**src/sv/assert_macros.svh**
```systemverilog
// Assertion macros used by the RTL
`ifndef ASSERT_MACROS_SVH
`define ASSERT_MACROS_SVH

`ifndef SYNTH

// Same-cycle implication, checked at every rising edge outside reset
`define ASSERT_IMPLIES(label, clk, rstn, ante, cons) \
    label: assert property (@(posedge clk) disable iff (!(rstn)) (ante) |-> (cons)) \
        else $error("assertion failed: same-cycle implication");

// Next-cycle implication, checked at every rising edge outside reset
`define ASSERT_NEXT(label, clk, rstn, ante, cons) \
    label: assert property (@(posedge clk) disable iff (!(rstn)) (ante) |=> (cons)) \
        else $error("assertion failed: next-cycle implication");

`else

`define ASSERT_IMPLIES(label, clk, rstn, ante, cons)

`define ASSERT_NEXT(label, clk, rstn, ante, cons)

`endif

`endif

```
**src/sv/lsr_pkg.sv**
```systemverilog
package lsr_pkg;

    // Coordinate width of every input and output point field
    localparam int COORD_BITS = 6;
    // Signed difference width and error accumulator width
    localparam int DIFF_BITS  = COORD_BITS + 1;
    localparam int ACC_BITS   = COORD_BITS + 2;

    typedef enum logic [0:0] {
        ST_IDLE,
        ST_EMIT
    } state_t;

    // Controller to datapath
    typedef struct packed {
        logic load;
        logic advance;
    } cmd_t;

    // Datapath to controller
    typedef struct packed {
        logic last;
    } sts_t;

endpackage

```
**src/sv/line_segment_rasterizer.sv**
```systemverilog
// Channel   Ports                                        Direction
// s_        s_start_x s_start_y s_end_x s_end_y          in, one beat per segment
// m_        m_point_x m_point_y m_has_point m_last       out, one beat per pixel
//
// A segment with major-axis span n gives n beats: the setup registers load first,
// then one beat per pixel from the shared step unit.
// A segment whose start equals its end gives one beat with has_point low.
// Reset returns the controller to idle with s_ready high.
// m_ready low holds the current pixel; s_ready stays low until the last beat leaves.
`include "assert_macros.svh"

module line_segment_rasterizer (
    input  logic                           aclk,
    input  logic                           aresetn,
    input  logic                           s_valid,
    output logic                           s_ready,
    input  logic [lsr_pkg::COORD_BITS-1:0] s_start_x,
    input  logic [lsr_pkg::COORD_BITS-1:0] s_start_y,
    input  logic [lsr_pkg::COORD_BITS-1:0] s_end_x,
    input  logic [lsr_pkg::COORD_BITS-1:0] s_end_y,
    output logic                           m_valid,
    input  logic                           m_ready,
    output logic [lsr_pkg::COORD_BITS-1:0] m_point_x,
    output logic [lsr_pkg::COORD_BITS-1:0] m_point_y,
    output logic                           m_has_point,
    output logic                           m_last
);
    import lsr_pkg::*;

    cmd_t cmd;
    sts_t sts;

    // Sequence beats
    lsr_ctrl u_ctrl (
        .aclk    (aclk),
        .aresetn (aresetn),
        .s_valid (s_valid),
        .s_ready (s_ready),
        .m_valid (m_valid),
        .m_ready (m_ready),
        .cmd     (cmd),
        .sts     (sts)
    );

    // Walk the segment
    lsr_datapath u_datapath (
        .aclk      (aclk),
        .start_x   (s_start_x),
        .start_y   (s_start_y),
        .end_x     (s_end_x),
        .end_y     (s_end_y),
        .cmd       (cmd),
        .sts       (sts),
        .point_x   (m_point_x),
        .point_y   (m_point_y),
        .has_point (m_has_point)
    );

    assign m_last = sts.last;

    // Input and output sides never open at once
    `ASSERT_IMPLIES(a_ready_excl, aclk, aresetn, s_ready, !m_valid)
    // A degenerate beat closes its segment
    `ASSERT_IMPLIES(a_degen_last, aclk, aresetn, m_valid && !m_has_point, m_last)
    // After the closing beat the block takes a new segment
    `ASSERT_NEXT(a_last_idle, aclk, aresetn, m_valid && m_ready && m_last, s_ready)
    // A non-final beat is followed by another pixel
    `ASSERT_NEXT(a_more_pixels, aclk, aresetn, m_valid && m_ready && !m_last,
                 m_valid && m_has_point)

endmodule

```
**src/sv/lsr_ctrl.sv**
```systemverilog
module lsr_ctrl (
    input  logic          aclk,
    input  logic          aresetn,
    input  logic          s_valid,
    output logic          s_ready,
    output logic          m_valid,
    input  logic          m_ready,
    output lsr_pkg::cmd_t cmd,
    input  lsr_pkg::sts_t sts
);
    import lsr_pkg::*;

    state_t state_reg;
    state_t state_next;

    // State register
    always_ff @(posedge aclk) begin
        if (!aresetn) begin
            state_reg <= ST_IDLE;
        end else begin
            state_reg <= state_next;
        end
    end

    // Next state and commands
    always_comb begin
        state_next  = state_reg;
        s_ready     = 1'b0;
        m_valid     = 1'b0;
        cmd.load    = 1'b0;
        cmd.advance = 1'b0;
        case (state_reg)
            ST_IDLE: begin
                s_ready  = 1'b1;
                cmd.load = s_valid;
                if (s_valid) begin
                    state_next = ST_EMIT;
                end
            end
            ST_EMIT: begin
                m_valid = 1'b1;
                if (m_ready) begin
                    if (sts.last) begin
                        state_next = ST_IDLE;
                    end else begin
                        cmd.advance = 1'b1;
                    end
                end
            end
            default: begin
                state_next = ST_IDLE;
            end
        endcase
    end

endmodule

```
**src/sv/lsr_datapath.sv**
```systemverilog
module lsr_datapath (
    input  logic                           aclk,
    input  logic [lsr_pkg::COORD_BITS-1:0] start_x,
    input  logic [lsr_pkg::COORD_BITS-1:0] start_y,
    input  logic [lsr_pkg::COORD_BITS-1:0] end_x,
    input  logic [lsr_pkg::COORD_BITS-1:0] end_y,
    input  lsr_pkg::cmd_t                  cmd,
    output lsr_pkg::sts_t                  sts,
    output logic [lsr_pkg::COORD_BITS-1:0] point_x,
    output logic [lsr_pkg::COORD_BITS-1:0] point_y,
    output logic                           has_point
);
    import lsr_pkg::*;

    // Segment setup, worked out from the input beat
    logic signed [DIFF_BITS-1:0] dx;
    logic signed [DIFF_BITS-1:0] dy;
    logic signed [DIFF_BITS-1:0] dx_neg;
    logic signed [DIFF_BITS-1:0] dy_neg;
    logic        [COORD_BITS-1:0] adx;
    logic        [COORD_BITS-1:0] ady;
    logic                        x_major;
    logic                        degen;
    logic signed [DIFF_BITS-1:0] dmaj;
    logic signed [DIFF_BITS-1:0] dmin;
    logic signed [DIFF_BITS-1:0] dmin_norm;
    logic        [COORD_BITS-1:0] span;

    // Walk state
    logic [COORD_BITS-1:0]       maj_reg,   maj_next;
    logic [COORD_BITS-1:0]       min_reg,   min_next;
    logic [COORD_BITS-1:0]       rem_reg,   rem_next;
    logic [COORD_BITS-1:0]       err_reg,   err_next;
    logic [COORD_BITS-1:0]       n_reg,     n_next;
    logic signed [DIFF_BITS-1:0] dmin_reg,  dmin_next;
    logic                        neg_reg,   neg_next;
    logic                        xmaj_reg,  xmaj_next;
    logic                        degen_reg, degen_next;

    logic signed [ACC_BITS-1:0]  acc;
    logic signed [ACC_BITS-1:0]  n_ext;

    // Differences, magnitudes and axis choice; ties pick y
    always_comb begin
        dx      = $signed({1'b0, end_x}) - $signed({1'b0, start_x});
        dy      = $signed({1'b0, end_y}) - $signed({1'b0, start_y});
        dx_neg  = -dx;
        dy_neg  = -dy;
        adx     = dx[DIFF_BITS-1] ? dx_neg[COORD_BITS-1:0] : dx[COORD_BITS-1:0];
        ady     = dy[DIFF_BITS-1] ? dy_neg[COORD_BITS-1:0] : dy[COORD_BITS-1:0];
        x_major = adx > ady;
        degen   = (adx == '0) && (ady == '0);
        dmaj    = x_major ? dx : dy;
        dmin    = x_major ? dy : dx;
        span    = x_major ? adx : ady;
        // Negate the minor delta when the major delta is negative
        dmin_norm = dmaj[DIFF_BITS-1] ? -dmin : dmin;
    end

    // Error accumulator: remainder of dmin*k over n, one correction per step
    always_comb begin
        acc   = $signed({2'b00, err_reg})
              + $signed({{(ACC_BITS-DIFF_BITS){dmin_reg[DIFF_BITS-1]}}, dmin_reg});
        n_ext = $signed({2'b00, n_reg});
    end

    // Load a new segment or advance one pixel
    always_comb begin
        maj_next   = maj_reg;
        min_next   = min_reg;
        rem_next   = rem_reg;
        err_next   = err_reg;
        n_next     = n_reg;
        dmin_next  = dmin_reg;
        neg_next   = neg_reg;
        xmaj_next  = xmaj_reg;
        degen_next = degen_reg;
        if (cmd.load) begin
            degen_next = degen;
            xmaj_next  = x_major;
            neg_next   = dmaj[DIFF_BITS-1];
            n_next     = span;
            dmin_next  = dmin_norm;
            err_next   = '0;
            rem_next   = span - COORD_BITS'(1);
            if (degen) begin
                maj_next = '0;
                min_next = '0;
            end else begin
                maj_next = x_major ? start_x : start_y;
                min_next = x_major ? start_y : start_x;
            end
        end else if (cmd.advance) begin
            rem_next = rem_reg - COORD_BITS'(1);
            maj_next = neg_reg ? maj_reg - COORD_BITS'(1) : maj_reg + COORD_BITS'(1);
            if (!dmin_reg[DIFF_BITS-1] && (acc >= n_ext)) begin
                err_next = COORD_BITS'(acc - n_ext);
                min_next = min_reg + COORD_BITS'(1);
            end else if (acc < 0) begin
                err_next = COORD_BITS'(acc + n_ext);
                min_next = min_reg - COORD_BITS'(1);
            end else begin
                err_next = COORD_BITS'(acc);
            end
        end
    end

    // Hold walk state
    always_ff @(posedge aclk) begin
        maj_reg   <= maj_next;
        min_reg   <= min_next;
        rem_reg   <= rem_next;
        err_reg   <= err_next;
        n_reg     <= n_next;
        dmin_reg  <= dmin_next;
        neg_reg   <= neg_next;
        xmaj_reg  <= xmaj_next;
        degen_reg <= degen_next;
    end

    // Present current pixel
    assign point_x   = xmaj_reg ? maj_reg : min_reg;
    assign point_y   = xmaj_reg ? min_reg : maj_reg;
    assign has_point = !degen_reg;
    assign sts.last  = degen_reg || (rem_reg == '0);

endmodule
```
**config.mk**
```make
export PLATFORM = sky130hd
export DESIGN_NAME = line_segment_rasterizer
export DESIGN_NICKNAME = d
export VERILOG_FILES = /design/src/sv/lsr_pkg.sv /design/src/sv/line_segment_rasterizer.sv /design/src/sv/lsr_ctrl.sv /design/src/sv/lsr_datapath.sv
export VERILOG_INCLUDE_DIRS = /design/src /design/src/sv
export SDC_FILE = /design/constraint.sdc
export NUM_CORES = 1
export LEC_CHECK = 0
export BUFFER_PORTS_ARGS = -buffer_cell sky130_fd_sc_hd__buf_4
export CORE_ASPECT_RATIO = 2
export CORE_UTILIZATION = 60
export DETAILED_ROUTE_END_ITERATION = 6
export PLACE_DENSITY = 0.91
export SYNTH_ARGS = -nofsm -noshare
export SYNTH_HDL_FRONTEND = slang
export SYNTH_SLANG_ARGS = --single-unit
```
**constraint.sdc**
```tcl
create_clock -name aclk -period 10.8 [get_ports aclk]
set_input_delay 1.62 -clock aclk [delete_from_list [all_inputs] [get_ports aclk]]
set_output_delay 1.62 -clock aclk [all_outputs]
set_load 0.1 [all_outputs]
```
; After elaboration in Yosys (flattened, before gate mapping)
; Cells that the tools add are included.
[totals]
output_inout_bits = 16
regBits = 41
[op_classes]
mux = 32
magnitude_cmp = 3
add_sub_neg = 14
bitwise_logic = 1
n_reduce_logical = 11
[ops]
columns = cell, count
row1 = two-way mux 6 bit, 20
row2 = "subtractor 6 x 1 -> 6 bit, second input constant", 4
row3 = two-way mux 7 bit, 3
row4 = zero test 6 bit, 3
row5 = subtractor 6 x 6 -> 7 bit, 2
row6 = "adder 6 x 1 -> 6 bit, second input constant", 2
row7 = negator 6 bit, 2
row8 = adder 7 x 7 -> 8 bit, 1
row9 = >= comparator 8 x 7 -> 1 bit, 1
row10 = "< comparator 8 x 1 -> 1 bit, second input constant", 1
row11 = two-way mux 1 bit, 8
row12 = negator 7 bit, 1
row13 = adder 6 bit, 1
row14 = > comparator 6 bit, 1
row15 = subtractor 6 bit, 1
row16 = nonzero test 3 bit, 1
row17 = logical AND 1 bit, 2
row18 = zero test 1 bit, 2
row19 = one-hot mux 1 bit (2 select lines), 1
row20 = AND reduction 2 bit, 1
row21 = nonzero test 2 bit, 1
row22 = logical OR 1 bit, 1
row23 = NOT 1 bit, 1

; Depth between registers and ports, before layout
[logic_depth]
depth_word = 7
depth_mapped = 22

; Hierarchy
; A second synthesis with hierarchy kept.
[unflattened]
hier_cells = 483
area_unflattened_um2 = 4257.8
[by_module_without_submodules]
columns = mod, n_inst, cells_per_inst, area_each_um2
row1 = lsr_datapath, 1, 477, 4201.5
row2 = lsr_ctrl, 1, 6, 56.3

; Least setup slack after synthesis
; No wires, ideal clock.
[synth_path]
path_type = input port to flip-flop
start = input s_end_x[0] in the netlist's numbering
end = register u_datapath.rem_reg[4], data pin
path_buffers = 3
path_slack_ns = 5.032
setup_ns = 0.260
path_stages = 20
arrival_ns = 5.508
cell_sequence = inv_1 ha_1 fa_1 xor2_2 and3_1 a2111oi_2 xor2_1 ha_1 and3_1 nand4_1 a21boi_2 buf_2 buf_2 buf_2 a21oi_1 mux2i_1 ha_1 inv_1 nor3_1 xnor2_1
[synth_between]
elab_chain_len = 7
[synth_rtl]
columns = element, line_no
row1 = from (decl), line_segment_rasterizer.sv:19  ; input logic [lsr_pkg::COORD_BITS-1:0] s_end_x,
row2 = subtractor 6 x 6 -> 7 bit (*), lsr_datapath.sv:45  ; dx = $signed({1'b0, end_x}) - $signed({1'b0, start_x});
row3 = negator 6 bit, lsr_datapath.sv:47  ; dx_neg = -dx;
row4 = two-way mux 6 bit (*), lsr_datapath.sv:49  ; adx = dx[DIFF_BITS-1] ? dx_neg[COORD_BITS-1:0] : dx[COORD_BITS-1:0];
row5 = > comparator 6 bit, lsr_datapath.sv:51  ; x_major = adx > ady;
row6 = two-way mux 6 bit (*), lsr_datapath.sv:55  ; span = x_major ? adx : ady;
row7 = via u_datapath.span[0], lsr_datapath.sv:27  ; logic [COORD_BITS-1:0] span;
row8 = subtractor 6 x 1 -> 6 bit (*), lsr_datapath.sv:85  ; rem_next = span - COORD_BITS'(1);
row9 = two-way mux 6 bit (*), lsr_datapath.sv:78  ; if (cmd.load) begin
row10 = via u_datapath.rem_next[4], lsr_datapath.sv:32  ; logic [COORD_BITS-1:0] rem_reg, rem_next;
row11 = to (signal assigned), lsr_datapath.sv:112  ; rem_reg <= rem_next;
row12 = to (decl), lsr_datapath.sv:32
; Mark *: on every way through the listed nets, which the timed path passes. The rest lies on a longest branch.
; A chain may end at the register's enable or synchronous reset.

; Worst setup path after layout
[layout_path]
start = input s_start_x[0] in the netlist's numbering
end = register u_datapath.dmin_reg[6], data pin
[layout_between]
elab_chain_len = 7
word_cells_on_any_way = 8
[layout_rtl]
columns = element, line_no
row1 = from (decl), line_segment_rasterizer.sv:17  ; input logic [lsr_pkg::COORD_BITS-1:0] s_start_x,
row2 = subtractor 6 x 6 -> 7 bit (*), lsr_datapath.sv:45
row3 = negator 6 bit, lsr_datapath.sv:47
row4 = two-way mux 6 bit, lsr_datapath.sv:49
row5 = > comparator 6 bit, lsr_datapath.sv:51
row6 = two-way mux 7 bit (*), lsr_datapath.sv:54  ; dmin = x_major ? dy : dx;
row7 = via u_datapath.dmin[0], lsr_datapath.sv:25  ; logic signed [DIFF_BITS-1:0] dmin;
row8 = negator 7 bit (*), lsr_datapath.sv:57  ; dmin_norm = dmaj[DIFF_BITS-1] ? -dmin : dmin;
row9 = two-way mux 7 bit (*), lsr_datapath.sv:57
row10 = via u_datapath.dmin_norm[6], lsr_datapath.sv:26  ; logic signed [DIFF_BITS-1:0] dmin_norm;
row11 = to (signal assigned), lsr_datapath.sv:115  ; dmin_reg <= dmin_next;
row12 = to (decl), lsr_datapath.sv:35  ; logic signed [DIFF_BITS-1:0] dmin_reg, dmin_next;
; Marked as above.

==> flow_summary.html <==
<table>
<tr><th>Metric</th><th>Value</th></tr>
<tr><th colspan="2">Critical path</th></tr>
<tr><td>Crit path max-delay cell type</td><td>sky130_fd_sc_hd__a21boi_4</td></tr>
<tr><td>Crit path cell chain</td><td>buf_4 &gt; ha_1 &gt; fa_1 &gt; nand2b_1 &gt; a21oi_2 &gt; xor2_1 &gt; o31ai_1 &gt; xnor2_1 &gt; inv_1 &gt; ha_1 &gt; and3_1 &gt; o21ai_1 &gt; a21boi_4 &gt; mux2i_1 &gt; inv_1 &gt; ha_1 &gt; nand3_1 &gt; o311a_1 &gt; a211oi_1</td></tr>
<tr><td>Worst path required time</td><td>approximately 11000 ps</td></tr>
<tr><td>Critical path type</td><td>input port to flip-flop</td></tr>
<tr><td>Nature of the critical path endpoint</td><td>flip-flop</td></tr>
<tr><td>Cell mode on critical path</td><td>sky130_fd_sc_hd__ha_1</td></tr>
<tr><td>Worst Path Max Fanout</td><td>44</td></tr>
<tr><td>Sort of element at the start of the critical path</td><td>input port</td></tr>
<tr><td>Crit path arrival time</td><td>6400 ps</td></tr>
<tr><td>Crit path largest cell delay</td><td>900 ps</td></tr>
<tr><th colspan="2">Yosys</th></tr>
<tr><td>Post-synthesis cell count</td><td>between 400 and 500</td></tr>
<tr><td>Synth unique cells</td><td>71</td></tr>
<tr><td>Post-synthesis async set-or-reset flop share</td><td>0%</td></tr>
<tr><td>Yosys warnings</td><td>0</td></tr>
<tr><td>Number of synthesized register bits</td><td>41</td></tr>
<tr><td>Number of flops mapped to enable cells by yosys</td><td>34</td></tr>
<tr><td>Total nets after synthesis</td><td>561</td></tr>
<tr><td>Seq/Total Area, Yosys</td><td>26.37%</td></tr>
<tr><td>Most frequently used flop master after synthesis</td><td>sky130_fd_sc_hd__edfxtp_1</td></tr>
<tr><td>Post-Synthesis Cell Area</td><td>4403 um^2</td></tr>
<tr><td>Mean instance size in the synthesized netlist</td><td>9.211 um^2</td></tr>
<tr><th colspan="2">Clocking</th></tr>
<tr><td>Root Buffer</td><td>sky130_fd_sc_hd__clkbuf_16</td></tr>
<tr><td>Hold-fix buffer count after cts</td><td>0</td></tr>
<tr><td>Number of buffers created by CTS</td><td>5</td></tr>
<tr><td>Post-CTS setup buffer count</td><td>0</td></tr>
<tr><td>Maximum buffer depth of the clock tree</td><td>2</td></tr>
<tr><td>Number of sinks handled by clock tree synthesis</td><td>41</td></tr>
<tr><td>CTS tree</td><td>yes</td></tr>
<tr><td>Depth of the CTS H-tree</td><td>2</td></tr>
<tr><td>Worst skew pair latency</td><td>290 ps</td></tr>
<tr><td>CTS clk-pin slew, worst paths</td><td>60 ps</td></tr>
<tr><td>Resized Gates After CTS</td><td>0</td></tr>
<tr><th colspan="2">Placement</th></tr>
<tr><td>Detail Placement HPWL</td><td>8873 um</td></tr>
<tr><td>Placer's final routability congestion estimate</td><td>1.011</td></tr>
<tr><td>Number of buffer cells added on primary ports</td><td>43</td></tr>
<tr><th colspan="2">Final layout</th></tr>
<tr><td>Number of flip-flops in the largest register</td><td>7</td></tr>
<tr><td>Fraction of final layout cells with drive strength greater than 1</td><td>19.46%</td></tr>
<tr><td>Final antenna diode count</td><td>0</td></tr>
<tr><td>Post-Route Utilization</td><td>71.23%</td></tr>
<tr><td>Synth-to-Final Area Change</td><td>13.16%</td></tr>
<tr><td>Final-stage net count</td><td>601</td></tr>
<tr><th colspan="2">Flow run</th></tr>
<tr><td>Maxcap violations</td><td>0</td></tr>
<tr><th colspan="2">Die</th></tr>
<tr><td>I/O pin count</td><td>44</td></tr>
<tr><td>Die Footprint</td><td>around 7700 um^2</td></tr>
<tr><td>Starting density of the core</td><td>62.95%</td></tr>
<tr><td>Die span in x</td><td>62.58 um</td></tr>
<tr><td>Standard-cell row count</td><td>43</td></tr>
<tr><td>Die span in y</td><td>123.1 um</td></tr>
<tr><td>Area inside the core boundary</td><td>6994 um^2</td></tr>
<tr><th colspan="2">Detailed routing</th></tr>
<tr><td>First-pass DRT Iterations</td><td>5</td></tr>
<tr><td>Via total after detailed routing</td><td>roughly 3800</td></tr>
<tr><td>Mean number of vias per cell</td><td>about 6.3</td></tr>
<tr><td>Routed Antenna Nets</td><td>0</td></tr>
<tr><td>Post-route DRC</td><td>0</td></tr>
<tr><td>Violation count after the first detailed-routing iteration</td><td>around 250</td></tr>
<tr><td>Detailed Route WL</td><td>11410 um</td></tr>
<tr><td>Drt wl/cell</td><td>18.73 um</td></tr>
<tr><th colspan="2">Global routing</th></tr>
<tr><td>Total track usage</td><td>a little over 30%</td></tr>
<tr><td>Largest net degree at the start of global routing</td><td>45</td></tr>
<tr><td>Global-route wire length before repair</td><td>18180 um</td></tr>
<tr><td>Number of antenna violations at the first check in global routing</td><td>0</td></tr>
<tr><td>Vias in the first global route</td><td>3916</td></tr>
<tr><td>Busiest layer in global routing</td><td>met2</td></tr>
<tr><td>Grt met3 use</td><td>roughly 2.6%</td></tr>
<tr><td>Total congestion overflow</td><td>0</td></tr>
<tr><td>Global routing usage on met1</td><td>28.34%</td></tr>
<tr><td>Global-route track usage on met2</td><td>60.60%</td></tr>
<tr><th colspan="2">Timing</th></tr>
<tr><td>Final worst-path cycle share</td><td>58.45%</td></tr>
<tr><td>Tightest slew margin relative to the limit</td><td>23.97%</td></tr>
<tr><td>Total negative setup slack</td><td>0 ps</td></tr>
<tr><td>Final worst path period need</td><td>6313 ps</td></tr>
<tr><td>Number of endpoints failing setup at the final stage</td><td>0</td></tr>
<tr><td>Count of pins over their slew limit</td><td>0</td></tr>
<tr><td>RSZ-0062 raised after global routing</td><td>no</td></tr>
<tr><td>Slew at the pin closest to its max-slew limit</td><td>1138 ps</td></tr>
<tr><td>Final setup skew</td><td>5.692 ps</td></tr>
<tr><td>FMAX</td><td>158.4 MHz</td></tr>
<tr><td>Final hold viol count</td><td>0</td></tr>
<tr><th colspan="2">Worst hold path</th></tr>
<tr><td>Hold Crit Class</td><td>flip-flop to flip-flop</td></tr>
<tr><th colspan="2">Run status</th></tr>
<tr><td>Status</td><td>complete, no violations</td></tr>
</table>
metrics by stage:
step                hold WS, ps  worst slack [ps]  cell area (um^2)  std cells
finish                    489.9              4487              4982        609
CTS                       491.7              4619              4982        609
global placement          447.3              4523              4797        601
floorplan                 440.0              5032              4403        478
global route              525.2              4267              4982        609
detailed placement        477.3              4378              4797        601
worst paths after layout:
kind	depth (start not counted)	startpoint	slack, ps	end
worst max-delay path	19	s_start_x[0]	4490	u_datapath.dmin_reg[6]
worst min-delay path	2	u_datapath.err_reg[4]	490	u_datapath.err_reg[4]
worst max register to register	21	u_datapath.dmin_reg[0]	5600	u_datapath.min_reg[5]
worst min register to register	2	u_datapath.err_reg[4]	490	u_datapath.err_reg[4]
synth_stat cells (8+ instances only):
library cell | instances | share of area [%]
sky130_fd_sc_hd__inv_1 | 57 | 4.9
sky130_fd_sc_hd__ha_1 | 48 | 14
sky130_fd_sc_hd__a21oi_1 | 41 | 4.7
sky130_fd_sc_hd__edfxtp_1 | 34 | 23
sky130_fd_sc_hd__nand2_1 | 31 | 2.6
sky130_fd_sc_hd__nor2_1 | 29 | 2.5
sky130_fd_sc_hd__xnor2_1 | 24 | 4.8
sky130_fd_sc_hd__o21ai_0 | 17 | 1.9
sky130_fd_sc_hd__mux2i_1 | 15 | 3.4
sky130_fd_sc_hd__mux2_2 | 12 | 3.1
sky130_fd_sc_hd__a21o_1 | 9 | 1.5
sky130_fd_sc_hd__xor2_1 | 9 | 1.8
sky130_fd_sc_hd__nand3_1 | 8 | 0.91
sky130_fd_sc_hd__o21bai_1 | 8 | 1.4
sky130_fd_sc_hd__o31ai_1 | 8 | 1.4
sky130_fd_sc_hd__o31ai_2 | 8 | 2.3
per-layer routing:
layer / share of wire, % / vias up
li1: - / 1812
met1: 33 / 1814
met2: 57 / 127
met3: 2.8 / 54
met4: 7.2 / 0
met5: 0 / -
logic make-up (layout without fill, tap and decap cells):
group                    Yosys count  count (layout)  synth area share (%)
AO/OA/AOI/OAI                    140             140                 23.96
multiplexers                      27              27                 6.479
buffers and inverters             70             111                 6.479
XOR/XNOR                          36              36                 7.673
adder cells (fa/ha/maj)           55              55                 16.82
flip-flops                        41              41                 26.37
AND/OR/NAND/NOR                  109             109                 12.22
critical path: cells and delay by family:
kind,cells,cell delay (ps)
muxes,1,250
adders and majority gates,4,1100
and+or+nand+nor,3,540
xor gates and xnor gates,2,650
AOI/OAI and AO/OA,6,1870
buffers and inverters,3,330
placed cells by master (no fill, tap or decap), types with 7 or more instances in the layout:
cell type                   n
sky130_fd_sc_hd__buf_4     46
sky130_fd_sc_hd__a21oi_1   41
sky130_fd_sc_hd__inv_1     57
sky130_fd_sc_hd__a21o_1     9
sky130_fd_sc_hd__mux2_2    12
sky130_fd_sc_hd__ha_1      48
sky130_fd_sc_hd__o31ai_2    8
sky130_fd_sc_hd__dfxtp_1    7
sky130_fd_sc_hd__o21ai_0   17
sky130_fd_sc_hd__xor2_1     9
sky130_fd_sc_hd__o21bai_1   8
sky130_fd_sc_hd__nor3_1     7
sky130_fd_sc_hd__xnor2_1   24
sky130_fd_sc_hd__nor2_1    29
sky130_fd_sc_hd__mux2i_1   15
sky130_fd_sc_hd__o31ai_1    8
sky130_fd_sc_hd__edfxtp_1  34
sky130_fd_sc_hd__fa_1       7
sky130_fd_sc_hd__nand3_1    8
sky130_fd_sc_hd__nand2_1   31
final cells by class:
cell class,count,area (um^2)
Tap cell,90,112.6
Timing Repair Buffer,46,345.3
Sequential cell,41,1161
Multi-Input combinational cell,367,2964
Inverter,57,214.0
Fill cell,521,2012
Clock buffer,6,150.1
Clock inverter,2,35.03
Power is left out: the tool's default activity adds up to more than one toggle a clock period on the data nets, which glitch-free logic cannot reach.
